--- src/hw/rtl/step_to_unit_position_filter_assert.svh ---
// assertion macros for the step to unit position filter
`ifndef STEP_TO_UNIT_POSITION_FILTER_ASSERT_SVH
`define STEP_TO_UNIT_POSITION_FILTER_ASSERT_SVH
`ifndef ASSERT_OFF
`define SUP_ASSERT_IMP(label, clk, rst, a, c) \
  label: assert property (@(posedge clk) disable iff (rst) (a) |-> (c)) \
    else $error("assertion failed");
`define SUP_ASSERT_NXT(label, clk, rst, a, c) \
  label: assert property (@(posedge clk) disable iff (rst) (a) |=> (c)) \
    else $error("assertion failed");
`else
`define SUP_ASSERT_IMP(label, clk, rst, a, c)
`define SUP_ASSERT_NXT(label, clk, rst, a, c)
`endif
`endif

--- src/hw/rtl/sup_pkg.sv ---
`default_nettype none
package sup_pkg;

  localparam int VOTE_DEPTH_DEF    = 16;
  localparam int HISTORY_DEPTH_DEF = 10;
  localparam int ACC_W             = 15;
  localparam int CFG_IDX_W         = 3;
  localparam int CFG_DATA_W        = 16;

  localparam logic [ACC_W-1:0] ACC_MAX = 15'h7fff;

  localparam logic [2:0] ST_VALID      = 3'd0;
  localparam logic [2:0] ST_PATTERN    = 3'd1;
  localparam logic [2:0] ST_DEBOUNCED  = 3'd2;
  localparam logic [2:0] ST_RETREATED  = 3'd3;
  localparam logic [2:0] ST_ADVANCED   = 3'd4;
  localparam logic [2:0] ST_TOLERANCE  = 3'd5;

  typedef enum logic [CFG_IDX_W-1:0] {
    REG_STEPS_PER_UNIT  = 3'd0,
    REG_MAX_DEV         = 3'd1,
    REG_TOLERANCE_RATIO = 3'd2,
    REG_DEBOUNCE_COUNT  = 3'd3,
    REG_RUN_LIMIT       = 3'd4,
    REG_VOTE_WINDOW     = 3'd5,
    REG_MODE_FLAGS      = 3'd6
  } reg_idx_t;

  typedef struct packed {
    logic [14:0] steps_per_unit;
    logic [14:0] max_dev;
    logic [7:0]  tolerance_ratio;
    logic [7:0]  debounce_count;
    logic [15:0] run_limit;
    logic [4:0]  vote_window;
    logic [2:0]  mode_flags;
  } cfg_t;

  localparam logic [14:0] RST_STEPS_PER_UNIT  = 15'd200;
  localparam logic [14:0] RST_MAX_DEV         = 15'd10;
  localparam logic [7:0]  RST_TOLERANCE_RATIO = 8'd26;
  localparam logic [7:0]  RST_DEBOUNCE_COUNT  = 8'd3;
  localparam logic [15:0] RST_RUN_LIMIT       = 16'd1000;
  localparam logic [4:0]  RST_VOTE_WINDOW     = 5'd5;
  localparam logic [2:0]  RST_MODE_FLAGS      = 3'd0;

  typedef enum logic [3:0] {
    S_IDLE, S_FRONT, S_VOTE, S_SUM, S_SUMW, S_DINIT, S_DIV, S_CLAMP, S_STEP, S_ADV, S_WRITE
  } state_t;

  typedef struct packed {
    logic accept;
    logic front;
    logic vote_run;
    logic sum_run;
    logic div_init;
    logic div_run;
    logic clamp;
    logic step;
    logic adv;
    logic load_out;
  } cmd_t;

  typedef struct packed {
    logic debounced;
    logic vote_done;
    logic sum_done;
    logic div_done;
    logic out_free;
  } stat_t;

endpackage
`default_nettype wire

--- src/hw/rtl/sup_ctrl.sv ---
`default_nettype none
module sup_ctrl (
  input  logic           clk,
  input  logic           rst,
  input  logic           in_valid,
  output logic           in_ready,
  input  sup_pkg::stat_t stat,
  output sup_pkg::cmd_t  cmd
);
  import sup_pkg::*;

  state_t state, state_next;

  always_ff @(posedge clk) begin
    if (rst) begin
      state <= S_IDLE;
    end else begin
      state <= state_next;
    end
  end

  always_comb begin
    state_next = state;
    cmd = '0;
    in_ready = 1'b0;
    case (state)
      S_IDLE: begin
        in_ready = 1'b1;
        if (in_valid) begin
          cmd.accept = 1'b1;
          state_next = S_FRONT;
        end
      end
      S_FRONT: begin
        cmd.front = 1'b1;
        state_next = stat.debounced ? S_WRITE : S_VOTE;
      end
      S_VOTE: begin
        cmd.vote_run = 1'b1;
        if (stat.vote_done) state_next = S_SUM;
      end
      S_SUM: begin
        cmd.sum_run = 1'b1;
        if (stat.sum_done) state_next = S_SUMW;
      end
      S_SUMW: state_next = S_DINIT;
      S_DINIT: begin
        cmd.div_init = 1'b1;
        state_next = S_DIV;
      end
      S_DIV: begin
        cmd.div_run = 1'b1;
        if (stat.div_done) state_next = S_CLAMP;
      end
      S_CLAMP: begin
        cmd.clamp = 1'b1;
        state_next = S_STEP;
      end
      S_STEP: begin
        cmd.step = 1'b1;
        state_next = S_ADV;
      end
      S_ADV: begin
        cmd.adv = 1'b1;
        state_next = S_WRITE;
      end
      S_WRITE: begin
        if (stat.out_free) begin
          cmd.load_out = 1'b1;
          state_next = S_IDLE;
        end
      end
      default: state_next = S_IDLE;
    endcase
  end

endmodule
`default_nettype wire

--- src/hw/rtl/sup_dp.sv ---
`default_nettype none
module sup_dp #(
  parameter int VOTE_DEPTH    = sup_pkg::VOTE_DEPTH_DEF,
  parameter int HISTORY_DEPTH = sup_pkg::HISTORY_DEPTH_DEF
) (
  input  logic               clk,
  input  logic               rst,
  input  sup_pkg::cfg_t      cfg,
  input  logic               step_dir,
  input  sup_pkg::cmd_t      cmd,
  output sup_pkg::stat_t     stat,
  output logic               out_valid,
  input  logic               out_ready,
  output logic [2:0]         status,
  output logic signed [1:0]  pos_delta,
  output logic [14:0]        step_count
);
  import sup_pkg::*;

  localparam int VF_W  = $clog2(VOTE_DEPTH + 1);
  localparam int VI_W  = (VOTE_DEPTH > 1) ? $clog2(VOTE_DEPTH) : 1;
  localparam int HF_W  = $clog2(HISTORY_DEPTH + 1);
  localparam int HA_W  = $clog2(HISTORY_DEPTH);
  localparam int SUM_W = ACC_W + HF_W;
  localparam int MAX_A = (VOTE_DEPTH > HISTORY_DEPTH) ? VOTE_DEPTH : HISTORY_DEPTH;
  localparam int MAX_I = (MAX_A > SUM_W) ? MAX_A : SUM_W;
  localparam int IDX_W = $clog2(MAX_I);

  logic                  dir_q, last_dir;
  logic [7:0]            dc;
  logic [15:0]           run;
  logic [VOTE_DEPTH-1:0] hist;
  logic [VF_W-1:0]       vf, fwd;
  logic [IDX_W-1:0]      idx;
  logic [ACC_W-1:0]      mem [HISTORY_DEPTH];
  logic [HA_W-1:0]       wr_ptr;
  logic [HF_W-1:0]       fill;
  logic [ACC_W-1:0]      rd_data;
  logic                  rd_ok;
  logic [SUM_W-1:0]      sum, quo;
  logic [HF_W:0]         rem;
  logic [ACC_W-1:0]      tol, thr, acc;
  logic [2:0]            res_status;
  logic [1:0]            res_change;

  logic                  same, pass, fdir, push, ge, adapt;
  logic [15:0]           run_inc, run_n, lo16, hi16;
  logic [7:0]            dc_inc;
  logic [VF_W-1:0]       win, vf_new;
  logic [VF_W:0]         vf_p1;
  logic [HF_W:0]         rem_sh;
  logic [SUM_W-1:0]      t_adp, t_base;
  logic [ACC_W-1:0]      push_val, dev;
  logic [22:0]           prod;

  assign same    = (dir_q == last_dir);
  assign run_inc = (run == 16'hffff) ? run : run + 16'd1;
  assign run_n   = same ? run_inc : 16'd1;
  assign dc_inc  = (dc == 8'hff) ? dc : dc + 8'd1;
  assign pass    = same || (dc_inc >= cfg.debounce_count);

  always_comb begin
    if (int'(cfg.vote_window) > VOTE_DEPTH) begin
      win = VF_W'(VOTE_DEPTH);
    end else if (cfg.vote_window == 5'd0) begin
      win = VF_W'(1);
    end else begin
      win = VF_W'(cfg.vote_window);
    end
  end
  assign vf_p1  = {1'b0, vf} + 1'b1;
  assign vf_new = (vf_p1 > {1'b0, win}) ? win : vf_p1[VF_W-1:0];

  always_comb begin
    if (!cfg.mode_flags[1] || (vf < win)) begin
      fdir = dir_q;
    end else begin
      fdir = (fwd > (vf >> 1)) ? 1'b0 : 1'b1;
    end
  end

  assign stat.debounced = !pass;
  assign stat.vote_done = (idx == IDX_W'(VOTE_DEPTH - 1));
  assign stat.sum_done  = (idx == IDX_W'(HISTORY_DEPTH - 1));
  assign stat.div_done  = (idx == IDX_W'(SUM_W - 1));
  assign stat.out_free  = !out_valid || out_ready;

  assign rem_sh = {rem[HF_W-1:0], quo[SUM_W-1]};
  assign ge     = (rem_sh >= {1'b0, fill});
  assign prod   = 23'(cfg.steps_per_unit) * 23'(cfg.tolerance_ratio);

  assign lo16  = {1'b0, cfg.steps_per_unit} - {1'b0, tol};
  assign hi16  = {1'b0, cfg.steps_per_unit} + {1'b0, tol};
  assign adapt = cfg.mode_flags[2] && (fill >= HF_W'(2)) && (sum != '0);

  always_comb begin
    t_adp = quo;
    if (t_adp < SUM_W'(lo16)) t_adp = SUM_W'(lo16);
    if (t_adp > SUM_W'(hi16)) t_adp = SUM_W'(hi16);
    t_base = adapt ? t_adp : SUM_W'(cfg.steps_per_unit);
    if (t_base == '0) t_base = SUM_W'(1);
    if (t_base > SUM_W'(ACC_MAX)) t_base = SUM_W'(ACC_MAX);
  end

  assign dev = (acc > cfg.steps_per_unit) ? acc - cfg.steps_per_unit
                                          : cfg.steps_per_unit - acc;

  always_comb begin
    push = 1'b0;
    push_val = acc;
    if (cmd.step && fdir && (acc == '0)) begin
      push = 1'b1;
      push_val = thr;
    end else if (cmd.adv && (acc >= thr)) begin
      push = 1'b1;
    end
  end

  always_ff @(posedge clk) begin
    if (push) mem[wr_ptr] <= push_val;
    if (cmd.sum_run) rd_data <= mem[idx[HA_W-1:0]];
  end

  always_ff @(posedge clk) begin
    rd_ok <= cmd.sum_run && (int'(idx) < int'(fill));
    if (cmd.accept) dir_q <= step_dir;
    if (cmd.front) begin
      fwd <= '0;
      idx <= '0;
      sum <= '0;
      res_change <= 2'b00;
      if (!pass) begin
        res_status <= ST_DEBOUNCED;
      end else if (cfg.mode_flags[0] && (run_n > cfg.run_limit)) begin
        res_status <= ST_PATTERN;
      end else begin
        res_status <= ST_VALID;
      end
    end
    if (cmd.vote_run) begin
      if ((int'(idx) < int'(vf)) && !hist[idx[VI_W-1:0]]) fwd <= fwd + 1'b1;
      idx <= stat.vote_done ? '0 : idx + 1'b1;
    end
    if (cmd.sum_run) idx <= stat.sum_done ? '0 : idx + 1'b1;
    if (rd_ok) sum <= sum + SUM_W'(rd_data);
    if (cmd.div_init) begin
      quo <= sum;
      rem <= '0;
      idx <= '0;
      tol <= prod[22:8];
    end
    if (cmd.div_run) begin
      rem <= ge ? rem_sh - {1'b0, fill} : rem_sh;
      quo <= {quo[SUM_W-2:0], ge};
      idx <= idx + 1'b1;
    end
    if (cmd.clamp) thr <= t_base[ACC_W-1:0];
    if (cmd.step && fdir && (acc == '0)) begin
      res_change <= 2'b11;
      res_status <= ST_RETREATED;
    end
    if (cmd.adv && (acc >= thr)) begin
      res_change <= 2'b01;
      if (dev > cfg.max_dev) begin
        res_status <= ST_TOLERANCE;
      end else if (res_status == ST_VALID || res_status == ST_PATTERN) begin
        res_status <= ST_ADVANCED;
      end
    end
    if (cmd.load_out) begin
      status <= res_status;
      pos_delta <= res_change;
      step_count <= acc;
    end
  end

  always_ff @(posedge clk) begin
    if (rst) begin
      last_dir <= 1'b0;
      dc <= '0;
      run <= '0;
      hist <= '0;
      vf <= '0;
      fill <= '0;
      wr_ptr <= '0;
      acc <= '0;
      out_valid <= 1'b0;
    end else begin
      if (cmd.front) begin
        if (cfg.mode_flags[0]) run <= run_n;
        dc <= pass ? 8'd0 : dc_inc;
        if (pass && cfg.mode_flags[1]) begin
          hist <= VOTE_DEPTH'({hist, dir_q});
          vf <= vf_new;
        end
      end
      if (cmd.step) begin
        last_dir <= fdir;
        if (!fdir) begin
          if (acc != ACC_MAX) acc <= acc + 1'b1;
        end else if (acc != '0) begin
          acc <= acc - 1'b1;
        end else begin
          acc <= thr - 1'b1;
        end
      end
      if (cmd.adv && (acc >= thr)) acc <= '0;
      if (push) begin
        wr_ptr <= (wr_ptr == HA_W'(HISTORY_DEPTH - 1)) ? '0 : wr_ptr + 1'b1;
        if (fill != HF_W'(HISTORY_DEPTH)) fill <= fill + 1'b1;
      end
      if (cmd.load_out) begin
        out_valid <= 1'b1;
      end else if (out_ready) begin
        out_valid <= 1'b0;
      end
    end
  end

endmodule
`default_nettype wire

--- src/hw/rtl/step_to_unit_position_filter.sv ---
// flow: a debounced step goes from acceptance straight to the output write; any other step
//   first runs the vote scan, history sum, mean divider, clamp, step and advance states
// throughput: a new step is taken only after the last is written out, paced by the vote
//   scan, the unit history scan over its memory port and the one bit a cycle mean divider
// reset: synchronous, clears all filter state and loads register defaults
`default_nettype none
`include "step_to_unit_position_filter_assert.svh"
module step_to_unit_position_filter #(
  parameter int VOTE_DEPTH    = sup_pkg::VOTE_DEPTH_DEF,
  parameter int HISTORY_DEPTH = sup_pkg::HISTORY_DEPTH_DEF
) (
  input  logic                           clk,
  input  logic                           rst,
  input  logic                           cfg_we,
  input  logic [sup_pkg::CFG_IDX_W-1:0]  cfg_index,
  input  logic [sup_pkg::CFG_DATA_W-1:0] cfg_data,
  input  logic                           in_valid,
  output logic                           in_ready,
  input  logic                           step_dir,
  output logic                           out_valid,
  input  logic                           out_ready,
  output logic [2:0]                     status,
  output logic signed [1:0]              pos_delta,
  output logic [14:0]                    step_count
);
  import sup_pkg::*;

  cfg_t  cfg;
  cmd_t  cmd;
  stat_t stat;
  logic  out_adv, out_ret, out_still;

  always_ff @(posedge clk) begin
    if (rst) begin
      cfg.steps_per_unit  <= RST_STEPS_PER_UNIT;
      cfg.max_dev         <= RST_MAX_DEV;
      cfg.tolerance_ratio <= RST_TOLERANCE_RATIO;
      cfg.debounce_count  <= RST_DEBOUNCE_COUNT;
      cfg.run_limit       <= RST_RUN_LIMIT;
      cfg.vote_window     <= RST_VOTE_WINDOW;
      cfg.mode_flags      <= RST_MODE_FLAGS;
    end else if (cfg_we) begin
      case (cfg_index)
        REG_STEPS_PER_UNIT:  cfg.steps_per_unit  <= cfg_data[14:0];
        REG_MAX_DEV:         cfg.max_dev         <= cfg_data[14:0];
        REG_TOLERANCE_RATIO: cfg.tolerance_ratio <= cfg_data[7:0];
        REG_DEBOUNCE_COUNT:  cfg.debounce_count  <= cfg_data[7:0];
        REG_RUN_LIMIT:       cfg.run_limit       <= cfg_data;
        REG_VOTE_WINDOW:     cfg.vote_window     <= cfg_data[4:0];
        REG_MODE_FLAGS:      cfg.mode_flags      <= cfg_data[2:0];
        default: ;
      endcase
    end
  end

  sup_ctrl u_ctrl (
    .clk      (clk),
    .rst      (rst),
    .in_valid (in_valid),
    .in_ready (in_ready),
    .stat     (stat),
    .cmd      (cmd)
  );

  sup_dp #(
    .VOTE_DEPTH    (VOTE_DEPTH),
    .HISTORY_DEPTH (HISTORY_DEPTH)
  ) u_dp (
    .clk         (clk),
    .rst         (rst),
    .cfg         (cfg),
    .step_dir    (step_dir),
    .cmd         (cmd),
    .stat        (stat),
    .out_valid   (out_valid),
    .out_ready   (out_ready),
    .status      (status),
    .pos_delta   (pos_delta),
    .step_count  (step_count)
  );

  assign out_adv   = out_valid && (status == ST_ADVANCED || status == ST_TOLERANCE);
  assign out_ret   = out_valid && (status == ST_RETREATED);
  assign out_still = out_valid &&
                     (status == ST_VALID || status == ST_PATTERN || status == ST_DEBOUNCED);

  `SUP_ASSERT_NXT(a_busy_after_accept, clk, rst, in_valid && in_ready, !in_ready)
  `SUP_ASSERT_IMP(a_adv_change, clk, rst, out_adv, pos_delta == 2'sb01)
  `SUP_ASSERT_IMP(a_ret_change, clk, rst, out_ret, pos_delta == 2'sb11)
  `SUP_ASSERT_IMP(a_still_change, clk, rst, out_still, pos_delta == 2'sb00)

endmodule
`default_nettype wire
--- config.mk ---
export PLATFORM = sky130hd
export DESIGN_NAME = step_to_unit_position_filter
export DESIGN_NICKNAME = d
export VERILOG_FILES = /design/src/hw/rtl/sup_pkg.sv /design/src/hw/rtl/sup_ctrl.sv /design/src/hw/rtl/sup_dp.sv /design/src/hw/rtl/step_to_unit_position_filter.sv
export VERILOG_INCLUDE_DIRS = /design/src /design/src/hw/rtl
export SDC_FILE = /design/constraint.sdc
export NUM_CORES = 1
export LEC_CHECK = 0
export ABC_AREA = 0
export BUFFER_PORTS_ARGS = -buffer_cell sky130_fd_sc_hd__buf_4
export CAP_MARGIN = 10
export CORE_MARGIN = 10
export CORE_UTILIZATION = 60
export CTS_BUF_LIST = sky130_fd_sc_hd__clkbuf_16
export CTS_CLUSTER_DIAMETER = 80
export DETAILED_ROUTE_END_ITERATION = 8
export PLACE_DENSITY = 0.77
export SYNTH_ARGS = -nofsm -noshare
export SYNTH_HDL_FRONTEND = slang
export SYNTH_SLANG_ARGS = --single-unit
--- constraint.sdc ---
create_clock -name clk -period 16.9 [get_ports clk]
set_input_delay 3.38 -clock clk [delete_from_list [all_inputs] [get_ports clk]]
set_output_delay 3.38 -clock clk [all_outputs]
set_load 0.005 [all_outputs]
==> impl_metrics.json <==
{
  "clock_latency_ns": 0.58,
  "avgSynthCellArea_sq_um": 9.73,
  "drt_iter0_drc": 2073,
  "cts.repair.resized": 0,
  "drive_above_1_share_pct": 8.37,
  "syn_area_sq_um": 27500,
  "num_rows": 78,
  "synth_cell_types": 98,
  "hp-class": "flip-flop to flip-flop",
  "synth-xor-area-share_pct": 3.12,
  "syn_inst": 2828,
  "synth_nets": 3173,
  "final.min_clock_period_ns": 7.96,
  "gp_congestion": 0.936,
  "ctsHtreeMaxLevel": 2,
  "fin_area_sq_um": 30000,
  "first_pass_iters": 6,
  "cts_root_buf": "clkbuf_16",
  "yosys.area_share.simple_pct": 16.1,
  "worstSetupPathType": "flip-flop to flip-flop",
  "fmax_mhz": 126,
  "grt_pass1_wl_um": 113000,
  "p_per_area_nw_per_um2": 110,
  "overflow": 0,
  "relSlewSlack_pct": 19.7,
  "synthMuxAreaShare_pct": 4.69,
  "wire_per_inst_um": 20.2,
  "critPathRequiredTime_ns": 17.32,
  "nFillCells": 3581,
  "path_clk_slew_ns": 0.06,
  "antennaDiodeCount": 0,
  "synth.most_common_cell": "nand2_1",
  "grt_pass1_vias": 20900,
  "maxCapViolCount": 0,
  "seq_area_frac_synth_pct": 40.0,
  "ys_async_sr_fraction_pct": 0,
  "area_delta_synth_final_pct": 9.02,
  "tns_ns": 0,
  "clock_skew_ns": 0.0131,
  "io_pins": 47,
  "arrival_ns": 8.38,
  "avgViaCountPerCell": 6.09,
  "cts.path.max_buffers": 3,
  "yosys_warnings": 0,
  "synthFlopType": "edfxtp_1",
  "yosys-top-cells-area": "edfxtp_1 (29%), dfxtp_1 (11%), ha_1 (11%)",
  "critPathMaxFanout": 14,
  "die_x_um": 234,
  "ctsHoldBuffers": 0,
  "yosysTopAreaCellShare_pct": 28.7,
  "vias": 21100,
  "coreArea_sq_um": 45400,
  "cts_made_buffers": 46,
  "yosys_register_bits": 418,
  "synth_fa_ha_area_share_pct": 16.9,
  "grt_use_total_pct": 25.9,
  "drc": 0,
  "start_util_pct": 60.6,
  "synthTopCellsByCount": "nand2_1 (397), edfxtp_1 (263), inv_1 (242), ha_1 (237), a21oi_1 (225)",
  "worstMarginPinSlew_ns": 1.19,
  "status": "completed",
  "antenna_found_initial": 2,
  "grt_max_degree": 98,
  "p_leak_uw": 0.0124,
  "clock-sinks": 418,
  "synth_top_family_by_area": "adder cells",
  "die-area_sq_um": 54800,
  "synth_edf_count": 263,
  "finalMaxSlewViolations": 0,
  "place_area_sq_um": 28400,
  "synth_compound_area_share_pct": 14.2,
  "grt_setup_unrepaired": "no",
  "drt-total-wl_um": 70200,
  "worst_setup_path_end_kind": "flip-flop",
  "ir_drop_v": 0.0000969,
  "setup_viol": 0,
  "die_y_um": 234,
  "startpoint_type": "flip-flop",
  "portBuffers": 46,
  "cts_tree": "done",
  "finalHoldViolCount": 0,
  "finalNetCount": 3175,
  "dp_hpwl_um": 50700,
  "yosys.area.top_type": "edfxtp_1",
  "post_cts_buffers": 0,
  "drt.antenna.violating_nets": 0,
  "post-route-period-util_pct": 47.1
}
-- cells by family after synthesis --
| logic type | Yosys count |
|---|---|
| buffers and inverters | 366 |
| flip-flops | 418 |
| XOR/XNOR | 98 |
| AND/OR/NAND/NOR | 931 |
| AO/OA/AOI/OAI | 610 |
| adder cells (fa/ha/maj) | 321 |
| multiplexers | 84 |
-- critical path, stage by stage, from the launching register on --
cell and delay, ns:
dfxtp_1 0.70, ha_1 0.43, a21o_1 0.23, o41ai_1 0.64, o21bai_1 0.12, a21oi_1 0.22, xor2_1 0.30, ha_1 0.31
a21o_1 0.16, a211o_1 0.28, o22a_1 0.22, maj3_2 0.36, o21ai_4 0.40, mux2i_1 0.30, inv_1 0.08, ha_1 0.30
nand4_1 0.11, nor2_1 0.22, nand2_1 0.11, a2111o_1 0.43, nor2_1 0.52, buf_6 0.24, nor3_1 0.07, a2111oi_0 0.42
o2111a_1 0.26, o2111ai_1 0.13, o31ai_2 0.23
-- stage by stage --
stage	setup WS (ns)	power, uW	util [%]	cells	hold WS [ns]
final	8.94	3310	66.1	3466	0.442
after CTS	8.75	3320	66.0	3464	0.442
after global placement	8.95	2260	62.6	3380	0.424
after floorplan	10.47	2010	-	2828	0.408
after detailed placement	8.78	2290	62.6	3380	0.422
after global routing	8.47	3490	66.1	3466	0.454
-- cell usage in the layout (no fill, tap or decap), drive strengths merged, types with 12 or more instances in the layout --
cell    Yosys  final
inv       243    253
o21a       30     30
and3       31     31
o211ai     14     14
xor2       38     38
nand4      25     25
buf        22     76
clkbuf    101     48
a21o       62     62
nor2b      35     35
mux4       35     35
mux2i      42     42
o21ai     114    114
or3        13     13
nor4       13     13
ha        237    237
nor2      161    161
nand2b     31     31
clkinv      0     18
fa         83     83
xnor2      60     60
o21bai     12     12
a211oi     44     44
a31oi      15     15
a211o      19     19
nand2     397    397
dfxtp     155    155
a21oi     225    225
nand3      58     58
edfxtp    263    263
and2       93     93
nor3       40     40
-- where the power goes --
group,internal (uW),total (uW),switching (uW)
registers,1180,1270,86.9
logic,426,1020,591
clock network,601,1030,426
-- area by class of cell --
type | instances | area (sq um) | area share (%)
Clock inverter | 37 | 360 | 1.20
Timing Repair Buffer | 77 | 582 | 1.94
Multi-Input combinational cell | 2044 | 15200 | 50.7
Clock buffer | 47 | 1180 | 3.92
Tap cell | 600 | 751 | 2.50
Inverter | 243 | 912 | 3.04
Sequential cell | 418 | 11000 | 36.7
-- sequential cells by signal (all words and copies together), names as in the netlist, 4 cells and up --
name / flops
u_dp.idx: 5
u_dp.mem: 150
u_dp.quo: 19
cfg: 70
u_dp.vf: 5
u_dp.rem: 4
u_dp.acc: 15
u_dp.rd_data: 15
u_dp.tol: 15
u_ctrl.state: 4
u_dp.sum: 19
u_dp.thr: 15
u_dp.hist: 16
u_dp.fwd: 5
u_dp.dc: 8
u_dp.step_count: 15
u_dp.run: 16
u_dp.fill: 4
u_dp.wr_ptr: 4
-- final timing paths --
path | from | end | slack (ns) | cells after the start
max | cfg[59] | u_dp.thr[0] | 8.94 | 26
min | u_dp.res_change[1] | u_dp.pos_delta[1] | 0.44 | 0
max reg2reg | cfg[59] | u_dp.thr[0] | 8.94 | 26
min reg2reg | u_dp.res_change[1] | u_dp.pos_delta[1] | 0.44 | 0
-- layer usage --
layer | vias to the layer above | track usage (%) | wire, um
met5 | - | 0 | 11
met4 | 2 | 8.10 | 2050
met3 | 145 | 4.07 | 4940
met2 | 758 | 42.9 | 33500
met1 | 10300 | 34.4 | 29700
li1 | 9934 | - | -
Power figures use the tool's default switching activity.
